File: config.mk
export PLATFORM = sky130hd
export DESIGN_NAME = length_prefixed_frame_parser
export DESIGN_NICKNAME = d
export VERILOG_FILES = /design/src/design/lpfp_pkg.sv /design/src/design/lpfp_in_reg.sv /design/src/design/lpfp_core.sv /design/src/design/lpfp_out_reg.sv /design/src/design/length_prefixed_frame_parser.sv
export SDC_FILE = /design/constraint.sdc
export NUM_CORES = 1
export LEC_CHECK = 0
export BUFFER_PORTS_ARGS = -buffer_cell sky130_fd_sc_hd__buf_4
export CORE_MARGIN = 8
export CORE_UTILIZATION = 45
export DETAILED_ROUTE_END_ITERATION = 10
export GPL_TIMING_DRIVEN = 1
export PLACE_DENSITY_LB_ADDON = 0.25
export SETUP_SLACK_MARGIN = 0.4
export SYNTH_ARGS = -nofsm -noshare
export SYNTH_HDL_FRONTEND = slang
export SYNTH_SLANG_ARGS = --single-unit
File: constraint.sdc
create_clock -name clk -period 6 [get_ports clk]
set_input_delay 0.6 -clock clk [delete_from_list [all_inputs] [get_ports clk]]
set_output_delay 0.6 -clock clk [all_outputs]
set_load 0.005 [all_outputs]
File: src/design/lpfp_pkg.sv
// shared types for the length prefixed frame parser
// no dependencies
package lpfp_pkg;

  localparam int unsigned LEN_W = 16;
  localparam int unsigned BYTE_W = 8;

  typedef struct packed {
    logic              payload_valid;
    logic [BYTE_W-1:0] payload_byte;
    logic [LEN_W-1:0]  payload_index;
    logic              frame_done;
    logic              checksum_error;
    logic [LEN_W-1:0]  frame_length;
    logic [BYTE_W-1:0] frame_opcode;
  } result_t;

endpackage

File: src/design/lpfp_in_reg.sv
// input register stage of the frame parser
// uses lpfp_pkg for the byte width
module lpfp_in_reg (
  input  logic                      clk,
  input  logic                      rst,
  input  logic                      in_valid,
  output logic                      in_stall,
  input  logic [lpfp_pkg::BYTE_W-1:0] rx_byte,
  input  logic                      advance,
  output logic                      full,
  output logic [lpfp_pkg::BYTE_W-1:0] held_byte
);

  logic accept;

  assign in_stall = full && !advance;
  assign accept   = in_valid && !in_stall;

  always_ff @(posedge clk) begin
    if (rst) begin
      full <= 1'b0;
    end else if (accept) begin
      full <= 1'b1;
    end else if (advance) begin
      full <= 1'b0;
    end
  end

  always_ff @(posedge clk) begin
    if (accept) begin
      held_byte <= rx_byte;
    end
  end

endmodule

File: src/design/lpfp_core.sv
// deframing state machine and result logic of the frame parser
// uses lpfp_pkg for result_t and widths
module lpfp_core (
  input  logic                        clk,
  input  logic                        rst,
  input  logic                        cfg_write,
  input  logic [lpfp_pkg::LEN_W-1:0]  cfg_data,
  input  logic                        step,
  input  logic [lpfp_pkg::BYTE_W-1:0] rx_byte,
  output lpfp_pkg::result_t           result
);

  localparam logic [2:0] PH_HUNT   = 3'd0;
  localparam logic [2:0] PH_LENGTH = 3'd1;
  localparam logic [2:0] PH_OPCODE = 3'd2;
  localparam logic [2:0] PH_DATA   = 3'd3;
  localparam logic [2:0] PH_CHECK  = 3'd4;

  localparam logic [lpfp_pkg::BYTE_W-1:0] START_BYTE = 8'hCA;
  localparam logic [lpfp_pkg::LEN_W-1:0]  MAX_LENGTH_RESET = 16'd1024;

  logic [2:0]                  phase, phase_next;
  logic [lpfp_pkg::LEN_W-1:0]  max_length;
  logic [lpfp_pkg::LEN_W-1:0]  length_held, length_held_next;
  logic [lpfp_pkg::LEN_W-1:0]  byte_count, byte_count_next;
  logic [lpfp_pkg::BYTE_W-1:0] running_sum, running_sum_next;
  logic [lpfp_pkg::BYTE_W-1:0] opcode_held, opcode_held_next;
  logic [lpfp_pkg::LEN_W-1:0]  count_inc;

  assign count_inc = byte_count + 16'd1;

  always_comb begin
    phase_next       = phase;
    length_held_next = length_held;
    byte_count_next  = byte_count;
    running_sum_next = running_sum;
    opcode_held_next = opcode_held;
    result           = '0;
    unique case (phase)
      PH_HUNT: begin
        if (rx_byte == START_BYTE) begin
          phase_next       = PH_LENGTH;
          length_held_next = '0;
          running_sum_next = '0;
          byte_count_next  = '0;
        end
      end
      PH_LENGTH: begin
        if (byte_count == '0) begin
          length_held_next = {length_held[15:8], rx_byte};
          byte_count_next  = 16'd1;
        end else begin
          length_held_next = {rx_byte, length_held[7:0]};
          byte_count_next  = '0;
          phase_next       = PH_OPCODE;
        end
      end
      PH_OPCODE: begin
        opcode_held_next = rx_byte;
        phase_next       = PH_DATA;
      end
      PH_DATA: begin
        // zero or oversize length: this byte is dropped
        if (byte_count >= length_held || length_held > max_length) begin
          phase_next = PH_HUNT;
        end else begin
          running_sum_next     = running_sum + rx_byte;
          result.payload_valid = 1'b1;
          result.payload_byte  = rx_byte;
          result.payload_index = byte_count;
          byte_count_next      = count_inc;
          if (count_inc == length_held) begin
            phase_next = PH_CHECK;
          end
        end
      end
      PH_CHECK: begin
        phase_next = PH_HUNT;
        if (running_sum == rx_byte) begin
          result.frame_done   = 1'b1;
          result.frame_length = length_held;
          result.frame_opcode = opcode_held;
        end else begin
          result.checksum_error = 1'b1;
        end
      end
      default: begin
        phase_next = PH_HUNT;
      end
    endcase
  end

  always_ff @(posedge clk) begin
    if (rst) begin
      phase      <= PH_HUNT;
      byte_count <= '0;
      max_length <= MAX_LENGTH_RESET;
    end else begin
      if (cfg_write) begin
        max_length <= cfg_data;
      end
      if (step) begin
        phase      <= phase_next;
        byte_count <= byte_count_next;
      end
    end
  end

  always_ff @(posedge clk) begin
    if (rst) begin
      length_held <= '0;
      running_sum <= '0;
      opcode_held <= '0;
    end else if (step) begin
      length_held <= length_held_next;
      running_sum <= running_sum_next;
      opcode_held <= opcode_held_next;
    end
  end

endmodule

File: src/design/lpfp_out_reg.sv
// result register of the frame parser
// uses lpfp_pkg for result_t
module lpfp_out_reg (
  input  logic              clk,
  input  logic              rst,
  input  logic              load,
  input  lpfp_pkg::result_t result_in,
  output logic              ready,
  output logic              out_valid,
  input  logic              out_stall,
  output lpfp_pkg::result_t result_out
);

  assign ready = !out_valid || !out_stall;

  always_ff @(posedge clk) begin
    if (rst) begin
      out_valid <= 1'b0;
    end else if (ready) begin
      out_valid <= load;
    end
  end

  always_ff @(posedge clk) begin
    if (load) begin
      result_out <= result_in;
    end
  end

endmodule

File: src/design/length_prefixed_frame_parser.sv
// top level of the length prefixed frame parser
// uses lpfp_pkg, lpfp_in_reg, lpfp_core and lpfp_out_reg
//
//  channel   direction  handshake             payload
//  input     in         in_valid / in_stall   rx_byte
//  result    out        out_valid / out_stall payload_*, frame_*, checksum_error
//  config    in         cfg_write             cfg_data (max_length)
//
// one request per cycle sustained while out_stall is low; every byte gives exactly one result
// a request passes through the input register and then the result register on its way to a result
// the rate is set by the single state update in lpfp_core for each byte taken
// rst is synchronous: parser back to hunting, max_length back to 1024
// a stalled result holds; the input register still takes a request while the
// result register is full but about to be taken
module length_prefixed_frame_parser (
  input  logic        clk,
  input  logic        rst,
  // configuration
  input  logic        cfg_write,
  input  logic [15:0] cfg_data,
  // byte input
  input  logic        in_valid,
  output logic        in_stall,
  input  logic [7:0]  rx_byte,
  // result output
  output logic        out_valid,
  input  logic        out_stall,
  output logic        payload_valid,
  output logic [7:0]  payload_byte,
  output logic [15:0] payload_index,
  output logic        frame_done,
  output logic        checksum_error,
  output logic [15:0] frame_length,
  output logic [7:0]  frame_opcode
);

  logic              in_full;
  logic [7:0]        held_byte;
  logic              out_ready;
  logic              advance;
  lpfp_pkg::result_t core_result;
  lpfp_pkg::result_t out_result;

  // a held byte moves on whenever the result register has room
  assign advance = in_full && out_ready;

  lpfp_in_reg u_in_reg (
    .clk       (clk),
    .rst       (rst),
    .in_valid  (in_valid),
    .in_stall  (in_stall),
    .rx_byte   (rx_byte),
    .advance   (advance),
    .full      (in_full),
    .held_byte (held_byte)
  );

  // state update and result formation for the held byte
  lpfp_core u_core (
    .clk       (clk),
    .rst       (rst),
    .cfg_write (cfg_write),
    .cfg_data  (cfg_data),
    .step      (advance),
    .rx_byte   (held_byte),
    .result    (core_result)
  );

  lpfp_out_reg u_out_reg (
    .clk        (clk),
    .rst        (rst),
    .load       (advance),
    .result_in  (core_result),
    .ready      (out_ready),
    .out_valid  (out_valid),
    .out_stall  (out_stall),
    .result_out (out_result)
  );

  // unpack the result register onto the field ports
  assign payload_valid  = out_result.payload_valid;
  assign payload_byte   = out_result.payload_byte;
  assign payload_index  = out_result.payload_index;
  assign frame_done     = out_result.frame_done;
  assign checksum_error = out_result.checksum_error;
  assign frame_length   = out_result.frame_length;
  assign frame_opcode   = out_result.frame_opcode;

endmodule

# ---- Yosys cells after proc, flatten, opt, wreduce, memory -nomap -nowiden
# Index checks and enable logic that the tools add are counted.
dict set report word_totals {
  regBits 128
  wordCells 76
  output_inout_bits 53
  inputBits 29
}
dict set report classes {
  n_eq_ne 12
  add_sub_neg 2
  reduce_logical 23
  order_cmp 2
  n_mux 19
  bitwise 1
}
# op n
set ops {}
lappend ops {{$mux 16} 3}
lappend ops {{$pmux 16 s3} 1}
lappend ops {{$pmux 16 s2} 1}
lappend ops {{$mux 25} 1}
lappend ops {{$reduce_and 4->1} 5}
lappend ops {{$add 16x1->16 const B} 1}
lappend ops {{$eq 16x16->1} 1}
lappend ops {{$ge 16x16->1} 1}
lappend ops {{$gt 16x16->1} 1}
lappend ops {{$logic_not 16->1} 1}
lappend ops {{$mux 8} 2}
lappend ops {{$pmux 8 s2} 1}
lappend ops {{$mux 3} 4}
lappend ops {{$pmux 3 s4} 1}
lappend ops {{$add 8x8->8} 1}
lappend ops {{$eq 8x8->1} 1}
lappend ops {{$eq 8x8->1 const B} 1}
lappend ops {{$eq 3x2->1 const B} 2}
lappend ops {{$reduce_bool 2->1} 3}
lappend ops {{$mux 1} 5}
lappend ops {{$logic_not 1->1} 4}
lappend ops {{$ne 2x1->1 const B} 2}
lappend ops {{$ne 2x2->1 const B} 2}
lappend ops {{$reduce_and 2->1} 2}
lappend ops {{other kinds (9)} 12}

# ---- Logic depth before layout (Yosys ltp)
dict set report logic_depth {
  depth_word 8
  depth_mapped 11
  ltp_nobuf 9
}

# ---- Cells and area by module
# From an unflattened synthesis, not the netlist that was laid out.
dict set report unflattened {
  cells_unflattened 642
  hier_area_um2 6498.7
}
# mod area_per_inst_um2 seq_area_each_um2 n_inst cells_per_inst
set modules_own_cells {}
lappend modules_own_cells {lpfp_core 4638.2 1341.3 1 574}
lappend modules_own_cells {lpfp_out_reg 1564.0 1551.5 1 55}
lappend modules_own_cells {lpfp_in_reg 290.3 260.2 1 12}
lappend modules_own_cells {length_prefixed_frame_parser 6.3 0.0 1 1}

# ---- Worst setup path after synthesis
# Ideal clock, no wire load.
dict set report synth_path {
  path_type {input -> register}
  from {input out_stall}
  to {register u_core.phase[0]}
  path_buffers 0
  stages 6
  setup_time_ps 116
  arrival_time_ps 4644
  t_required_ps 5884
  slack_ps 1240
  cell_sequence {a21boi_1 > nand2_1 > nor2_1 > nand4_1 > o2111a_1 > a41o_1}
}
dict set report synth_via {
  elab_chain_len 4
}
# element line_no
set synth_rtl {}
lappend synth_rtl {{start, declared} length_prefixed_frame_parser.sv:27} ;# input logic out_stall,
lappend synth_rtl {{$logic_not 1->1} lpfp_out_reg.sv:14} ;# assign ready = !out_valid || !out_stall;
lappend synth_rtl {{$logic_or 1x1->1} lpfp_out_reg.sv:14}
lappend synth_rtl {{$logic_and 1x1->1} length_prefixed_frame_parser.sv:45} ;# assign advance = in_full && out_ready;
lappend synth_rtl {{$reduce_and 4->1 (no source line)} -}
lappend synth_rtl {{end signal, assigned} lpfp_core.sv:103} ;# phase <= phase_next;
lappend synth_rtl {{end, declared} lpfp_core.sv:22} ;# logic [2:0] phase, phase_next;
# No other way between the ends.
# A chain may end at the register's enable or synchronous reset.

# ---- Worst setup path after layout
dict set report layout_path {
  from {register u_core.byte_count[3] (netlist name)}
  to {register u_core.byte_count[1] (netlist name)}
}
dict set report layout_via {
  elab_chain_len 4
}
# element line_no
set layout_rtl {}
lappend layout_rtl {{start, declared} lpfp_core.sv:25} ;# logic [lpfp_pkg::LEN_W-1:0] byte_count, byte_count_next;
lappend layout_rtl {{start signal, assigned} lpfp_core.sv:104} ;# byte_count <= byte_count_next;
lappend layout_rtl {{$ge 16x16->1} lpfp_core.sv:64} ;# if (byte_count >= length_held || length_held > max_length) begin
lappend layout_rtl {{$logic_or 1x1->1} lpfp_core.sv:64}
lappend layout_rtl {{$ne 2x2->1 (no source line)} -}
lappend layout_rtl {{$reduce_and 4->1 (no source line)} -}
# No other way between the ends.

==> impl_summary.txt <==
----------------------------------------------------
[Logic synthesis]
  Number of synthesis warnings ... 0
  Netlist area before placement ... 6590 sq um
  Post-synthesis sequential area ratio ... 0.478
  Post-synth cell types ... 66
  Nets in the synthesized netlist ... 714
  Average cell area after synthesis ... 10.2 sq um
  Most used flip-flop cell after synthesis ... dfxtp_1
  Number of flops mapped to enable cells by yosys ... 59
  Fraction of registers with async set/reset ... 0
  Number of synthesized register bits ... 128
  Gate count of the mapped netlist ... 643

[Layout]
  Leading cell types in the layout, fill and taps excluded ... 84 x buf_4, 71 x nor2_1, 69 x dfxtp_1
  Total area of multi-input combinational cells ... 3160 sq um
  Final core area utilization ... 0.549
  Fillers ... 1281
  Most common cell after layout, fill and taps aside ... buf_4
  Share of cells above drive strength 1 ... 0.186
  Relative area change from synthesis to final layout ... 20.1%
  Storage cell area ... 3150 sq um
  Fin nets ... 783
  Number of antenna diodes ... 0

[STA]
  Setup TNS ... 0 ns
  Slew margin rel. ... 0.447
  Minimum clock period ... 3.14 ns
  Clock skew ... 0.00763 ns
  Final setup fails ... 0
  Worst slew pin tran ... 0.824 ns
  Final number of max-transition violations ... 0
  Post-route clock period utilization ... 0.524
  Fmax ... 318 MHz
  RSZ-0062 raised after global routing ... no
  Final worst setup slack ... 2.86 ns
  Fin. Hold Viols ... 0

[Global route]
  M2 GR Usage ... 0.284
  Global Route Usage Sum ... 0.189
  Vias in the first global route ... 5177
  Wire length of the first global-routing pass ... 27.4 mm
  Busiest layer in global routing ... met2
  GR Layer Usage met3 ... 0.0554
  Pin count of the biggest net entering global routing ... 56
  Overall overflow remaining after global route ... 0
  Met1 usage ... 0.247
  Antenna violations before repair ... 0

[Floorplan]
  Horizontal die dimension ... 137 um
  DIE HEIGHT ... 137 um
  Total I/O pin count ... 82
  Starting Density ... 0.457
  Count of standard-cell rows ... 44
  Core box area ... 14400 sq um
  Area of the die ... 18800 sq um

[Clocking]
  Number of buffers added to fix hold violations after cts ... 0
  Quantity of gates resized following cts ... 0
  Clock latency on the worst-skew pair ... 0.42 ns
  Clock slew at reported path FFs ... 0.06 ns
  Maximum buffer depth of the clock tree ... 2
  Sinks on the clock net ... 128
  Number of clock buffers inserted by TritonCTS ... 17
  H-tree levels ... 4
  Clock tree from TritonCTS ... done
  Clock tree root driver cell ... clkbuf_16
  Number of setup buffers added after CTS ... 0

[Routing]
  Number of DRC markers in iteration 0 ... 540
  Final routed DRC violation total ... 0
  ANT nets after route ... 0
  Wire per inst ... 19.1 um
  DR vias ... 5290
  Wire length after detailed routing ... 17.4 mm
  DRT Pass-1 Iters ... 5
  Number of vias per cell after detailed routing ... 5.82

[Job]
  Max-cap check violation count ... 0

[Status]
  Outcome ... finished clean

[Hold path]
  Hold WC Path Type ... input port to flip-flop

[Setup path]
  Required time worst endpoint ... 6.35 ns
  Startpoint type of the worst setup path ... flip-flop
  Setup Crit Path Kind ... flip-flop to flip-flop
  Highest fanout seen on the critical path ... 20
  CP Capture Type ... flip-flop
  WP data arrival ... 3.49 ns

[Place]
  Last weighted congestion value of the routability-driven placer ... 0.953
  Worst setup slack after placement ... 2.89 ns
  DPL Wire Length ... 12.6 mm
  Count of input and output buffers ... 81

[Pwr]
  Cell leakage power ... 3.23 nW
  Worst ir drop on vdd ... 0.000167 V
  Design Power ... 2.07 mW
  Power density cells ... 262 nW/um^2

----------------------------------------------------
==> kinds of logic (layout without fill, tap and decap cells) <==
kind of cell,Yosys count,count (layout),synth area share
flip-flops,128,128,0.478
XOR/XNOR,26,26,0.0346
AND/OR/NAND/NOR,223,223,0.179
AO/OA/AOI/OAI,119,119,0.135
multiplexers,31,31,0.0477
adder cells (fa/ha/maj),42,42,0.0809
buffers and inverters,74,156,0.0442
==> final timing paths <==
| path | startpoint | to | slack, ns | depth (start not counted) |
|---|---|---|---|---|
| setup reg to reg | u_core.byte_count[3]$_SDFFE_PP0P_ | u_core.byte_count[1]$_SDFFE_PP0P_ | 2.86 | 8 |
| hold reg to reg | u_core.running_sum[5]$_SDFFE_PP0P_ | u_core.running_sum[5]$_SDFFE_PP0P_ | 0.48 | 2 |
| hold / removal | rx_byte[1] | u_in_reg.held_byte[1]$_DFFE_PP_ | 0.35 | 1 |
| setup / recovery | u_core.byte_count[3]$_SDFFE_PP0P_ | u_core.byte_count[1]$_SDFFE_PP0P_ | 2.86 | 8 |
==> routing by layer <==
metal / share of wire / vias up
li1: - / 2508
met1: 0.44 / 2517
met2: 0.44 / 222
met3: 0.087 / 43
met4: 0.029 / 0
met5: 0 / -
==> critical path, cell delays in order (launching register included) <==
cell and delay (ns):
dfxtp_1 0.61, ha_1 0.33, a211oi_1 0.19, o21ai_0 0.17, a2111oi_4 0.41, o21a_2 0.42
a21oi_2 0.23, or4b_1 0.55, a21oi_1 0.16
==> state kept, by name, summed over array words and instances (netlist names) <==
| register | count |
|---|---|
| u_core.running_sum | 8 |
| u_out_reg.out_valid | 1 |
| u_in_reg.held_byte | 8 |
| u_core.length_held | 16 |
| u_in_reg.full | 1 |
| u_core.phase | 3 |
| u_core.opcode_held | 8 |
| u_out_reg.result_out | 51 |
| u_core.max_length | 16 |
| u_core.byte_count | 16 |
==> power breakdown <==
group,switching (mW),internal (mW)
clock network,0.402,0.626
logic,0.0462,0.0450
registers,0.0171,0.936
total,0.465,1.61
==> layout make-up <==
type,count,share of cell area
multi-input combinational,441,0.399
sequential,128,0.398
timing repair buffer,84,0.0797
clock buffer,18,0.0555
tap,184,0.0291
clock inverter,14,0.0194
inverter,40,0.0190
==> metrics by stage <==
stage	hold slack [ns]	instances	area, sq um
CTS	0.343	909	7910
detailed placement	0.475	877	7320
finish	0.349	909	7910
global route	0.340	909	7910
global placement	0.454	877	7320
floorplan	0.442	643	6590
==> synthesized netlist by cell type, types with 3 or more instances <==
| library cell | n | area share |
|---|---|---|
| a32o_1 | 3 | 0.0046 |
| edfxtp_1 | 59 | 0.27 |
| xor2_1 | 5 | 0.0066 |
| and3_1 | 29 | 0.028 |
| nand3_1 | 11 | 0.0084 |
| and2_1 | 9 | 0.0085 |
| clkbuf_1 | 25 | 0.014 |
| or3_1 | 3 | 0.0028 |
| inv_1 | 40 | 0.023 |
| nor4_1 | 9 | 0.0085 |
| nor2b_1 | 7 | 0.0066 |
| a22oi_1 | 16 | 0.018 |
| ha_1 | 41 | 0.078 |
| mux2_2 | 3 | 0.0051 |
| dfxtp_1 | 69 | 0.21 |
| a221o_1 | 4 | 0.0061 |
| a21o_1 | 5 | 0.0057 |
| o211ai_1 | 4 | 0.0046 |
| nand2_1 | 25 | 0.014 |
| a211oi_1 | 3 | 0.0034 |
| xnor2_1 | 21 | 0.028 |
| buf_2 | 6 | 0.0046 |
| nand4_1 | 9 | 0.0085 |
| nor2_1 | 71 | 0.040 |
| nor3_1 | 31 | 0.024 |
| o311ai_0 | 13 | 0.017 |
| mux2i_1 | 28 | 0.043 |
| a21oi_1 | 22 | 0.017 |
| o31ai_1 | 7 | 0.0080 |
| o21ai_0 | 19 | 0.014 |
Power figures use the tool's default switching activity.
